File: config.mk
export PLATFORM = sky130hd
export DESIGN_NAME = epas_cost
export DESIGN_NICKNAME = d
export VERILOG_FILES = /design/src/hw/rtl/epas_pkg.sv /design/src/hw/rtl/epas_cost.sv
export SDC_FILE = /design/constraint.sdc
export NUM_CORES = 2
export LEC_CHECK = 0
export BUFFER_PORTS_ARGS = -buffer_cell sky130_fd_sc_hd__buf_4
export CAP_MARGIN = 20
export CORE_ASPECT_RATIO = 1.25
export CORE_MARGIN = 2
export CORE_UTILIZATION = 63
export CTS_BUF_LIST = sky130_fd_sc_hd__clkbuf_4
export DETAILED_ROUTE_END_ITERATION = 6
export PLACE_DENSITY = 0.81
export SLEW_MARGIN = 20
export SYNTH_ARGS = -nofsm -noshare
export SYNTH_HDL_FRONTEND = slang
export SYNTH_SLANG_ARGS = --single-unit
File: constraint.sdc
create_clock -name clk -period 20.5 [get_ports clk]
set_input_delay 2.05 -clock clk [delete_from_list [all_inputs] [get_ports clk]]
set_output_delay 2.05 -clock clk [all_outputs]
set_load 0.005 [all_outputs]
File: src/hw/rtl/epas_pkg.sv
`timescale 1ns / 1ps
package epas_pkg;

  localparam int CORDIC_ITERS = 16;
  localparam int ITER_W       = 4;

  // cordic start value, gain * 2^30
  localparam logic signed [33:0] CORDIC_GAIN = 34'sd652032874;

  localparam logic [1:0] CFG_ANGLE_LOW  = 2'd0;
  localparam logic [1:0] CFG_ANGLE_HIGH = 2'd1;
  localparam logic [1:0] CFG_ANGLE_STEP = 2'd2;

  localparam logic [1:0] STATUS_OK    = 2'd0;
  localparam logic [1:0] STATUS_EMPTY = 2'd1;
  localparam logic [1:0] STATUS_TRUNC = 2'd2;

  typedef enum logic [2:0] {
    ST_IDLE,
    ST_CHECK,
    ST_TRIG,
    ST_COST,
    ST_OUT
  } state_t;

  typedef struct packed {
    logic signed [15:0] cos_q15;
    logic signed [15:0] sin_q15;
  } trig_t;

  typedef struct packed {
    logic signed [32:0] ax;
    logic signed [32:0] ay;
    logic signed [32:0] bx;
    logic signed [32:0] by;
  } vec_t;

  // arctangent of 2^-i, hundredths of a degree times 2^16
  function automatic logic signed [31:0] atan_lut(input logic [ITER_W-1:0] i);
    logic signed [31:0] v;
    case (i)
      4'd0:    v = 32'sd294912000;
      4'd1:    v = 32'sd174096719;
      4'd2:    v = 32'sd91987925;
      4'd3:    v = 32'sd46694507;
      4'd4:    v = 32'sd23437865;
      4'd5:    v = 32'sd11730358;
      4'd6:    v = 32'sd5866610;
      4'd7:    v = 32'sd2933484;
      4'd8:    v = 32'sd1466764;
      4'd9:    v = 32'sd733385;
      4'd10:   v = 32'sd366693;
      4'd11:   v = 32'sd183346;
      4'd12:   v = 32'sd91673;
      4'd13:   v = 32'sd45837;
      4'd14:   v = 32'sd22918;
      4'd15:   v = 32'sd11459;
      default: v = 32'sd0;
    endcase
    return v;
  endfunction

  function automatic logic signed [15:0] clamp_q15(input logic signed [19:0] v);
    logic signed [15:0] r;
    if (v > 20'sd32767) r = 16'sh7fff;
    else if (v < -20'sd32768) r = 16'sh8000;
    else r = v[15:0];
    return r;
  endfunction

endpackage

File: src/hw/rtl/epas_cost.sv
`timescale 1ns / 1ps
module epas_cost
  import epas_pkg::*;
(
  input  logic        clk,
  input  logic        rst_n,
  input  logic        start,
  input  trig_t       trig,
  input  vec_t        vec,
  output logic        done,
  output logic [63:0] cost
);

  localparam logic [3:0] PH_LAST = 4'd9;

  logic               busy_r;
  logic [3:0]         ph_r;
  logic               done_r;
  logic signed [33:0] ma, mb;
  logic signed [67:0] full;
  logic signed [65:0] prod_r;
  logic signed [66:0] acc_r;
  logic signed [66:0] prod_x;
  logic signed [66:0] rsum;
  logic signed [36:0] dx_r, dy_r;
  logic [36:0]        ux_r, uy_r;
  logic [31:0]        hx, hy;
  logic               lx, ly, ovf;
  logic [63:0]        cost_r;

  assign hx     = ux_r[32:1];
  assign lx     = ux_r[0];
  assign hy     = uy_r[32:1];
  assign ly     = uy_r[0];
  assign ovf    = (ux_r[36:33] != 4'd0) || (uy_r[36:33] != 4'd0);
  assign prod_x = {prod_r[65], prod_r};

  // shared multiplier operand select
  always_comb begin
    ma = '0;
    mb = '0;
    case (ph_r)
      4'd0: begin ma = 34'(trig.cos_q15); mb = 34'(vec.bx); end
      4'd1: begin ma = 34'(trig.sin_q15); mb = 34'(vec.by); end
      4'd2: begin ma = 34'(trig.sin_q15); mb = 34'(vec.bx); end
      4'd3: begin ma = 34'(trig.cos_q15); mb = 34'(vec.by); end
      4'd6: begin ma = {2'b00, hx}; mb = {2'b00, hx}; end
      4'd7: begin ma = {2'b00, hy}; mb = {2'b00, hy}; end
      default: begin ma = '0; mb = '0; end
    endcase
  end

  assign full = ma * mb;

  // rotated component rounding: second product is subtracted for x, added for y
  always_comb begin
    if (ph_r == 4'd2) rsum = acc_r - prod_x + 67'sd16384;
    else rsum = acc_r + prod_x + 67'sd16384;
  end

  always_ff @(posedge clk) begin
    if (!rst_n) begin
      busy_r <= 1'b0;
      ph_r   <= '0;
      done_r <= 1'b0;
    end else begin
      done_r <= 1'b0;
      if (start) begin
        busy_r <= 1'b1;
        ph_r   <= '0;
      end else if (busy_r) begin
        if (ph_r == PH_LAST) begin
          busy_r <= 1'b0;
          done_r <= 1'b1;
          ph_r   <= '0;
        end else begin
          ph_r <= ph_r + 4'd1;
        end
      end
    end
  end

  always_ff @(posedge clk) begin
    prod_r <= full[65:0];
    if (busy_r) begin
      case (ph_r)
        4'd1: acc_r <= prod_x;
        4'd2: dx_r  <= 37'(vec.ax) - 37'($signed(rsum[50:15]));
        4'd3: acc_r <= prod_x;
        4'd4: dy_r  <= 37'(vec.ay) - 37'($signed(rsum[50:15]));
        4'd5: begin
          ux_r <= dx_r[36] ? 37'(-dx_r) : 37'(dx_r);
          uy_r <= dy_r[36] ? 37'(-dy_r) : 37'(dy_r);
        end
        4'd7: acc_r <= prod_x + (lx ? 67'(hx) : 67'sd0);
        4'd8: acc_r <= acc_r + prod_x + (ly ? 67'(hy) : 67'sd0);
        4'd9: begin
          if (ovf || acc_r[66:63] != 4'd0) cost_r <= '1;
          else cost_r <= {acc_r[62:0], lx & ly};
        end
        default: ;
      endcase
    end
  end

  assign done = done_r;
  assign cost = cost_r;

endmodule
==> impl_results.md <==
* Status: complete, but fails checks
* # setup viols final at 0
* Core ar. at 109000 µm²
* R2r startpoint: ph_r[0]
* Rows at 135
* Die X at 300 µm
* Final worst-path cycle share at 55.9%
* Largest net degree at the start of global routing at 69
* Iter 0 DRT Violations at 5205
* Fraction of synthesized cell area taken by the top area cell type at 35.8%
* First-pass GRT wire length at 341 mm
* Asr flop ratio synth at 0%
* Synth area leaders: fa_1, edfxtp_1, ha_1
* Layout cells sized above 1 at 7.59%
* Crit. path cell count at 31
* Total grt overflow at 0
* Routed Antenna Nets at 0
* Setup crit start: ph_r[0]
* Mapped cell area at 69100 µm²
* Crit path DAT at 12.24 ns
* Vias in the first global route at 59.2k
* Clock Path Buffers at 3
* Total Wirelength at 219 mm
* Top Ports at 232
* Max-slew headroom at 17.8%
* Fmax at 87.3 MHz
* H-tree Lvls at 3
* Full die area at 112000 µm²
* Die height at 374 µm
* Initial Util at 63.7%
* Clk slew on worst S/H paths at 0.09 ns
* Yosys cell types at 84
* Most frequent cells in the layout: inv_1, fa_1, nand2_1
* R2r endpoint: prod_r[65]
* Cells after Synth at 7592
* 1st-pass router iterations at 7
* Crit start category: register
* Total GRT Usage at 40.0%
* Layout area overhead at 6.50%
* Clock Skews at 0.0925 ns
* Failing checks: design-rule violations
* Commonest non-fill, non-tap cell in the layout: inv_1
* Post-layout min period at 11.46 ns
* Worst hold-check path type: register to register
* Max-slew violations at 0
* Syn_area_per_cell at 9.11 µm²
* Hold Crit Depth at 0
* Max stage delay on crit path at 0.97 ns
* Worst-path maximum fanout at 54
* Final hold slack at 0.454 ns
* Layout Nets at 9652
* Setup crit end kind: register
* Fin. Hold Viols at 0
* Post-CTS Setup Bufs at 0
* Post-CTS resize count at 0
* Primary FF master, synth: edfxtp_1
* Syn_nets at 9560
* WL/cell at 23.9 µm
* Top delay family on crit path: adder cells
* Crit path kind: register to register
* Synth warn at 0
* HPWL after detailed placement at 181 mm
* Gpl congestion at 1.04
* Crit path buf inv count at 9
* EDFF count, synth at 279
* Area leader, netlist: fa_1
* Register bit total from synthesis at 351
* Clk root buf: clkbuf_4
* Max Cap Viol at 0
* Via count at 56.2k
* Num CTS Buffers at 81
* Antenna violations before repair at 3
* Most common cell on crit path: fa_1
* CTS Hold Buffers Added at 0
* FF-to-FF setup slack at 9.04 ns
* TritonCTS clock tree: built
* Worst-margin pin slew at 1.23 ns
* End point of the critical path: prod_r[65]
* Worst R2R Path Depth at 31
* Slowest-stage cell, CP: nand2_1
* Avg Vias per Cell at 6.12
* Unrepaired setup endpoints after global routing: false
* Sequential area share after synthesis at 14.2%
* Worst endpoint required time at 21.29 ns
* Setup TNS at 0 ns
* Number of remaining DRC errors at 14
* Clk Latency, worst-skew pair at 0.93 ns
* Clk sinks at 351
* Port Buffers at 231
-- kinds of logic after synthesis --
family | share of synthesized area [%]
simple gates | 13.7
fa+ha+maj | 46.0
buf+inv | 9.01
compound gates | 11.7
xor+xnor | 4.60
flops | 14.2
mux | 0.818
-- synth_stat cells (78+ instances only) --
master	number
nor2_1	768
clkbuf_1	291
inv_1	1344
xor2_1	110
a21oi_1	296
and2_1	123
ha_1	566
a21o_1	151
o21ai_0	246
edfxtp_1	279
fa_1	1235
nand2_1	774
xnor2_1	253
o21a_1	78
-- flip-flops by register name, summed over array words and instances, names as in the netlist --
signal,cells
uy_r,37
prod_r,66
cost,64
dx_r,37
dy_r,37
ux_r,37
done,1
ph_r,4
busy_r,1
acc_r,67
-- final cells by class --
class                      instances  area (µm²)
sequential                       351        9820
antenna                            6        15.0
fill                            8754       35000
tap                             1438        1800
multi-input combinational       5582       53300
inverter                        1345        5050
clock inverter                    42         412
clock buffer                     107         803
timing repair buffer             323        2460
-- metrics by stage --
stage / std cells / utilization, % / cell area (µm²) / setup slack [ns]
finish: 9194 / 67.8 / 73600 / 9.04
global route: 9193 / 67.8 / 73600 / 8.75
CTS: 9180 / 67.7 / 73500 / 9.14
detailed placement: 9031 / 66.6 / 72300 / 9.02
global placement: 9031 / 66.6 / 72300 / 9.07
floorplan: 7592 / - / 69100 / 10.07
-- worst min path at each step --
| stage | start | end |
|---|---|---|
| finish | dx_r[0] | ux_r[0] |
| global placement | dx_r[0] | ux_r[0] |
| CTS | dx_r[0] | ux_r[0] |
| global route | dx_r[0] | ux_r[0] |
| floorplan | dx_r[0] | ux_r[0] |
| detailed placement | dx_r[0] | ux_r[0] |
-- worst reg2reg max path, delay by kind of cell, from the launching register on --
kind,cells,cell delay [ns]
AOI/OAI and AO/OA,6,2.65
buffers and inverters,9,1.60
DFF,1,0.32
and+or+nand+nor,7,2.34
adders and majority gates,9,4.46
-- per-layer routing --
metal  track usage, %  routed length [µm]
met1             50.1               79400
met2             63.6              100000
met3             10.5               25000
met4             21.5               14600
met5                0                  14
Power is not shown: default switching activity piles up to over one toggle a cycle in this logic, so the estimate is an artifact.
