### config.mk
export PLATFORM = sky130hd
export DESIGN_NAME = epas_cordic
export DESIGN_NICKNAME = d
export VERILOG_FILES = /design/src/hw/rtl/epas_pkg.sv /design/src/hw/rtl/epas_cordic.sv
export SDC_FILE = /design/constraint.sdc
export NUM_CORES = 1
export LEC_CHECK = 0
export ABC_CLOCK_PERIOD_IN_PS = 13000
export BUFFER_PORTS_ARGS = -buffer_cell sky130_fd_sc_hd__buf_2
export CORE_UTILIZATION = 35
export CTS_CLUSTER_DIAMETER = 30
export DETAILED_ROUTE_END_ITERATION = 10
export GPL_TIMING_DRIVEN = 0
export PLACE_DENSITY = 0.48
export SYNTH_ARGS = -nofsm -noshare
export SYNTH_HDL_FRONTEND = slang
export SYNTH_SLANG_ARGS = --single-unit
### constraint.sdc
create_clock -name clk -period 13 [get_ports clk]
set_input_delay 2.6 -clock clk [delete_from_list [all_inputs] [get_ports clk]]
set_output_delay 2.6 -clock clk [all_outputs]
set_load 0.02 [all_outputs]
### src/hw/rtl/epas_pkg.sv
`timescale 1ns / 1ps
package epas_pkg;

  localparam int CORDIC_ITERS = 16;
  localparam int ITER_W       = 4;

  // cordic start value, gain * 2^30
  localparam logic signed [33:0] CORDIC_GAIN = 34'sd652032874;

  localparam logic [1:0] CFG_ANGLE_LOW  = 2'd0;
  localparam logic [1:0] CFG_ANGLE_HIGH = 2'd1;
  localparam logic [1:0] CFG_ANGLE_STEP = 2'd2;

  localparam logic [1:0] STATUS_OK    = 2'd0;
  localparam logic [1:0] STATUS_EMPTY = 2'd1;
  localparam logic [1:0] STATUS_TRUNC = 2'd2;

  typedef enum logic [2:0] {
    ST_IDLE,
    ST_CHECK,
    ST_TRIG,
    ST_COST,
    ST_OUT
  } state_t;

  typedef struct packed {
    logic signed [15:0] cos_q15;
    logic signed [15:0] sin_q15;
  } trig_t;

  typedef struct packed {
    logic signed [32:0] ax;
    logic signed [32:0] ay;
    logic signed [32:0] bx;
    logic signed [32:0] by;
  } vec_t;

  // arctangent of 2^-i, hundredths of a degree times 2^16
  function automatic logic signed [31:0] atan_lut(input logic [ITER_W-1:0] i);
    logic signed [31:0] v;
    case (i)
      4'd0:    v = 32'sd294912000;
      4'd1:    v = 32'sd174096719;
      4'd2:    v = 32'sd91987925;
      4'd3:    v = 32'sd46694507;
      4'd4:    v = 32'sd23437865;
      4'd5:    v = 32'sd11730358;
      4'd6:    v = 32'sd5866610;
      4'd7:    v = 32'sd2933484;
      4'd8:    v = 32'sd1466764;
      4'd9:    v = 32'sd733385;
      4'd10:   v = 32'sd366693;
      4'd11:   v = 32'sd183346;
      4'd12:   v = 32'sd91673;
      4'd13:   v = 32'sd45837;
      4'd14:   v = 32'sd22918;
      4'd15:   v = 32'sd11459;
      default: v = 32'sd0;
    endcase
    return v;
  endfunction

  function automatic logic signed [15:0] clamp_q15(input logic signed [19:0] v);
    logic signed [15:0] r;
    if (v > 20'sd32767) r = 16'sh7fff;
    else if (v < -20'sd32768) r = 16'sh8000;
    else r = v[15:0];
    return r;
  endfunction

endpackage

### src/hw/rtl/epas_cordic.sv
`timescale 1ns / 1ps
module epas_cordic
  import epas_pkg::*;
(
  input  logic               clk,
  input  logic               rst_n,
  input  logic               start,
  input  logic signed [15:0] angle,
  output logic               done,
  output trig_t              trig
);

  logic                    busy_r, busy_nxt;
  logic                    fin_r, fin_nxt;
  logic [ITER_W-1:0]       it_r;
  logic signed [33:0]      x_r, y_r;
  logic signed [31:0]      z_r;
  logic                    neg_r;
  logic                    done_r;
  trig_t                   trig_r;

  logic signed [17:0]      a_wrap, a_fold;
  logic                    fold;
  logic signed [33:0]      xs, ys;
  logic signed [18:0]      cq, sq;
  logic signed [19:0]      cn, sn;

  // wrap into (-180, 180] degrees, then fold into [-90, 90]
  always_comb begin
    a_wrap = 18'(angle);
    if (a_wrap > 18'sd18000) a_wrap = a_wrap - 18'sd36000;
    else if (a_wrap <= -18'sd18000) a_wrap = a_wrap + 18'sd36000;
    fold   = 1'b0;
    a_fold = a_wrap;
    if (a_wrap > 18'sd9000) begin
      a_fold = a_wrap - 18'sd18000;
      fold   = 1'b1;
    end else if (a_wrap < -18'sd9000) begin
      a_fold = a_wrap + 18'sd18000;
      fold   = 1'b1;
    end
  end

  assign xs = x_r >>> it_r;
  assign ys = y_r >>> it_r;

  // round Q2.30 to Q1.15
  always_comb begin
    logic signed [33:0] xr, yr;
    xr = x_r + 34'sd16384;
    yr = y_r + 34'sd16384;
    cq = xr[33:15];
    sq = yr[33:15];
    cn = neg_r ? -20'(cq) : 20'(cq);
    sn = neg_r ? -20'(sq) : 20'(sq);
  end

  always_comb begin
    busy_nxt = busy_r;
    fin_nxt  = 1'b0;
    if (start) begin
      busy_nxt = 1'b1;
    end else if (busy_r && it_r == ITER_W'(CORDIC_ITERS - 1)) begin
      busy_nxt = 1'b0;
      fin_nxt  = 1'b1;
    end
  end

  always_ff @(posedge clk) begin
    if (!rst_n) begin
      busy_r <= 1'b0;
      fin_r  <= 1'b0;
      done_r <= 1'b0;
    end else begin
      busy_r <= busy_nxt;
      fin_r  <= fin_nxt;
      done_r <= fin_r;
    end
  end

  always_ff @(posedge clk) begin
    if (start) begin
      x_r   <= CORDIC_GAIN;
      y_r   <= '0;
      z_r   <= {a_fold[15:0], 16'h0000};
      neg_r <= fold;
      it_r  <= '0;
    end else if (busy_r) begin
      if (z_r >= 0) begin
        x_r <= x_r - ys;
        y_r <= y_r + xs;
        z_r <= z_r - atan_lut(it_r);
      end else begin
        x_r <= x_r + ys;
        y_r <= y_r - xs;
        z_r <= z_r + atan_lut(it_r);
      end
      it_r <= it_r + ITER_W'(1);
    end
    if (fin_r) begin
      trig_r.cos_q15 <= clamp_q15(cn);
      trig_r.sin_q15 <= clamp_q15(sn);
    end
  end

  assign done = done_r;
  assign trig = trig_r;

endmodule

==> metrics.md <==
| Metric | Value |
|---|---|
| CP Capture Type | `flop` |
| Leak | `8.36 nW` |
| Synth cell types | `93` |
| CTS sink count | `169` |
| Congestion Overflow GR | `0` |
| Inserted Clock Buffers | `17` |
| Layout cells sized above 1 | `10.1%` |
| CTS tree | `done` |
| Die height | `237 um` |
| Setup bufs post-CTS | `0` |
| Critical path arrival | `9.19 ns` |
| Commonest non-fill, non-tap cell in the layout | `nand2_1` |
| Power per cell area | `252 mW/mm2` |
| #FFs+latches synth | `169` |
| Core box area | `0.0541 mm2` |
| Register area share after synthesis | `20.1%` |
| Clk_lat worst skew | `0.52 ns` |
| EDFF count, synth | `49` |
| DR WL/cell | `25.1 um` |
| Vias | `18972` |
| Post-route core utilization | `38.8%` |
| Htree depth | `4` |
| Worst slew pin tran | `1.31 ns` |
| FF+latch area | `0.00387 mm2` |
| Crit Path Category | `flop to flop` |
| Mapped Area | `0.0193 mm2` |
| # IOs | `52` |
| RSZ-0062 raised after global routing | `false` |
| Root Driver | `clkbuf_16` |
| Achievable frequency | `0.114 GHz` |
| Antenna viol nets, final | `0` |
| CP Buf/Inv Count | `7` |
| DP HPWL | `61.7 mm` |
| Maximum clock path buffer count | `2` |
| Worst r2r path cells | `25` |
| Reg clk slew, reported paths | `0.07 ns` |
| P&R area growth vs syn | `8.81%` |
| Hold_buf cts | `0` |
| Commonest non-fill, non-tap cells in the layout | `nand2_1, nor2_1, a21oi_1, o21ai_0, xnor2_1` |
| Placed cell area | `0.0204 mm2` |
| Crit path required time | `13.39 ns` |
| Final Cycle Share | `67.7%` |
| PortBufs | `49` |
| Design area | `0.0210 mm2` |
| Fin. max-slew vios | `0` |
| Synth warnings | `0` |
| Critical Path Fanout Max | `10` |
| Final Hold Violating Endpoints | `0` |
| Die area | `0.0561 mm2` |
| Ys async rst share | `0%` |
| Syn Area/Cell | `8.20 um2` |
| Area of the multi-input gates | `0.0146 mm2` |
| Critical Path Max Stage Delay | `0.69 ns` |
| Hold-critical path depth | `2` |
| Startpoint types | `flop` |
| Slowest cell on crit path | `o41ai_1` |
| GR Util All Layers | `27.8%` |
| WL final | `78.5 mm` |
| Setup Skew | `0.0295 ns` |
| Hold slack | `0.472 ns` |
| Nets@finish | `2564` |
| VDD IR-drop max | `123 uV` |
| # diodes | `0` |
| Placer congestion estimate | `1.01` |
| Syn Nets | `2496` |
| Hold WC Path Type | `flop to flop` |
| Largest net degree at the start of global routing | `34` |
| CP delay by family, top | `buffers and inverters` |
| Drt pass-1 iters | `5` |
| Most frequent CP cell | `buf_1` |
| Vias/cell | `6.06` |
| Slew HR | `12.6%` |
| Setup TNS | `0 ns` |
| DRC viols | `0` |
| Prevailing post-synth register cell | `dfxtp_1` |
| Initial Util | `35.7%` |
| Status | `finished clean` |
| Site Rows | `85` |
| # setup viols final | `0` |
| First-pass GRT wire length | `116 mm` |
| Initial antenna violation count | `1` |
| Mapped Cells | `2354` |
| Fillers | `5583` |
| Number of global-route vias before repair | `18186` |
| Period minus WS final | `8.80 ns` |
| Iter 0 DRT Violations | `1691` |
| Max Cap Violations | `0` |
| Stages on worst setup path | `25` |
| Die width | `237 um` |
| Post-CTS resize count | `0` |
stage by stage:
stage	worst slack, ns	std cells	power [W]
floorplan	6.94	2354	0.00371
global placement	4.37	3099	0.00467
detailed placement	4.38	3099	0.00468
CTS	4.40	3131	0.00526
global route	3.68	3131	0.00571
finish	4.20	3131	0.00529
where the power goes:
group          leakage (nW)  internal (W)  switching (W)
sequential             1.45      0.000701       0.000165
clock                 0.285      0.000289       0.000260
combinational          6.62       0.00156        0.00231
total                  8.36       0.00255        0.00273
worst register-to-register path, cell delays in order (launching register included):
cell       delay, ns
dfxtp_1         0.31
buf_2           0.23
buf_1           0.59
buf_1           0.63
buf_2           0.36
clkbuf_1        0.60
clkbuf_1        0.61
buf_1           0.54
o21a_1          0.28
ha_1            0.20
and3_1          0.23
nand4_1         0.25
or2_2           0.37
o31ai_1         0.25
xor2_1          0.26
ha_1            0.33
a21oi_1         0.30
o211ai_1        0.14
nand4_1         0.12
o211ai_1        0.14
o41ai_1         0.69
o21ai_0         0.31
o211a_1         0.34
nor4b_1         0.17
a2111oi_2       0.29
o311ai_1        0.15
layer usage:
layer,vias up,track usage [%],wire (um)
met4,0,12.6,3150
met3,136,4.73,4560
met5,-,0,0
li1,8898,-,-
met2,653,47.6,37900
met1,9285,34.0,32900
kinds of logic (layout without fill, tap and decap cells):
| kind of cell | after synthesis | after routing | synth area share, % |
|---|---|---|---|
| multiplexers | 193 | 193 | 14.6 |
| flip-flops | 169 | 169 | 20.1 |
| XOR/XNOR | 262 | 262 | 11.9 |
| AO/OA/AOI/OAI | 689 | 689 | 23.2 |
| buffers and inverters | 210 | 291 | 4.37 |
| AND/OR/NAND/NOR | 708 | 708 | 17.8 |
| adder cells (fa/ha/maj) | 123 | 123 | 8.09 |
area by class of cell:
class | instances | share of cell area [%]
inverter | 68 | 1.21
clock inverter | 13 | 0.673
multi-input combinational | 1975 | 69.4
timing repair buffer | 49 | 1.17
buffer | 142 | 2.80
tap | 696 | 4.14
sequential | 169 | 18.4
clock buffer | 19 | 2.11
path summary, 6_finish.rpt:
path / startpoint / end / slack, ns
worst min register to register: z_r[13] / z_r[13] / 0.47
worst max-delay path: it_r[3] / y_r[33] / 4.20
worst max register to register: it_r[3] / y_r[33] / 4.20
worst min-delay path: z_r[13] / z_r[13] / 0.47
Yosys cell counts, types with 8 or more instances:
cell | instances | share of area (%)
a211o_1 | 9 | 0.41
a211oi_1 | 28 | 1.1
a21boi_0 | 9 | 0.35
a21o_1 | 53 | 2.1
a21oi_1 | 172 | 4.5
a22oi_1 | 9 | 0.35
a2bb2oi_1 | 8 | 0.36
a31o_2 | 11 | 0.50
a31oi_1 | 29 | 0.94
and2_1 | 17 | 0.55
and3_1 | 30 | 0.97
and4_1 | 9 | 0.41
buf_1 | 20 | 0.39
buf_2 | 21 | 0.54
clkbuf_1 | 94 | 1.8
dfxtp_1 | 120 | 12
edfxtp_1 | 49 | 7.6
ha_1 | 120 | 7.8
inv_1 | 62 | 1.2
mux2_2 | 27 | 1.6
mux2i_1 | 99 | 5.1
mux4_1 | 8 | 1.1
mux4_2 | 57 | 6.6
nand2_1 | 215 | 4.2
nand2b_1 | 24 | 0.78
nand3_1 | 57 | 1.5
nand3b_1 | 10 | 0.39
nand4_1 | 22 | 0.71
nor2_1 | 175 | 3.4
nor2b_1 | 20 | 0.65
nor3_1 | 38 | 0.98
nor4_1 | 11 | 0.36
o211ai_1 | 19 | 0.74
o21a_1 | 17 | 0.66
o21ai_0 | 165 | 4.3
o21bai_1 | 8 | 0.31
o22ai_1 | 24 | 0.78
o31ai_1 | 36 | 1.4
o41ai_1 | 9 | 0.41
or2_2 | 26 | 0.84
or3_1 | 21 | 0.68
or4_1 | 11 | 0.43
xnor2_1 | 143 | 6.5
xor2_1 | 118 | 5.4
Power figures use the tool's default switching activity.
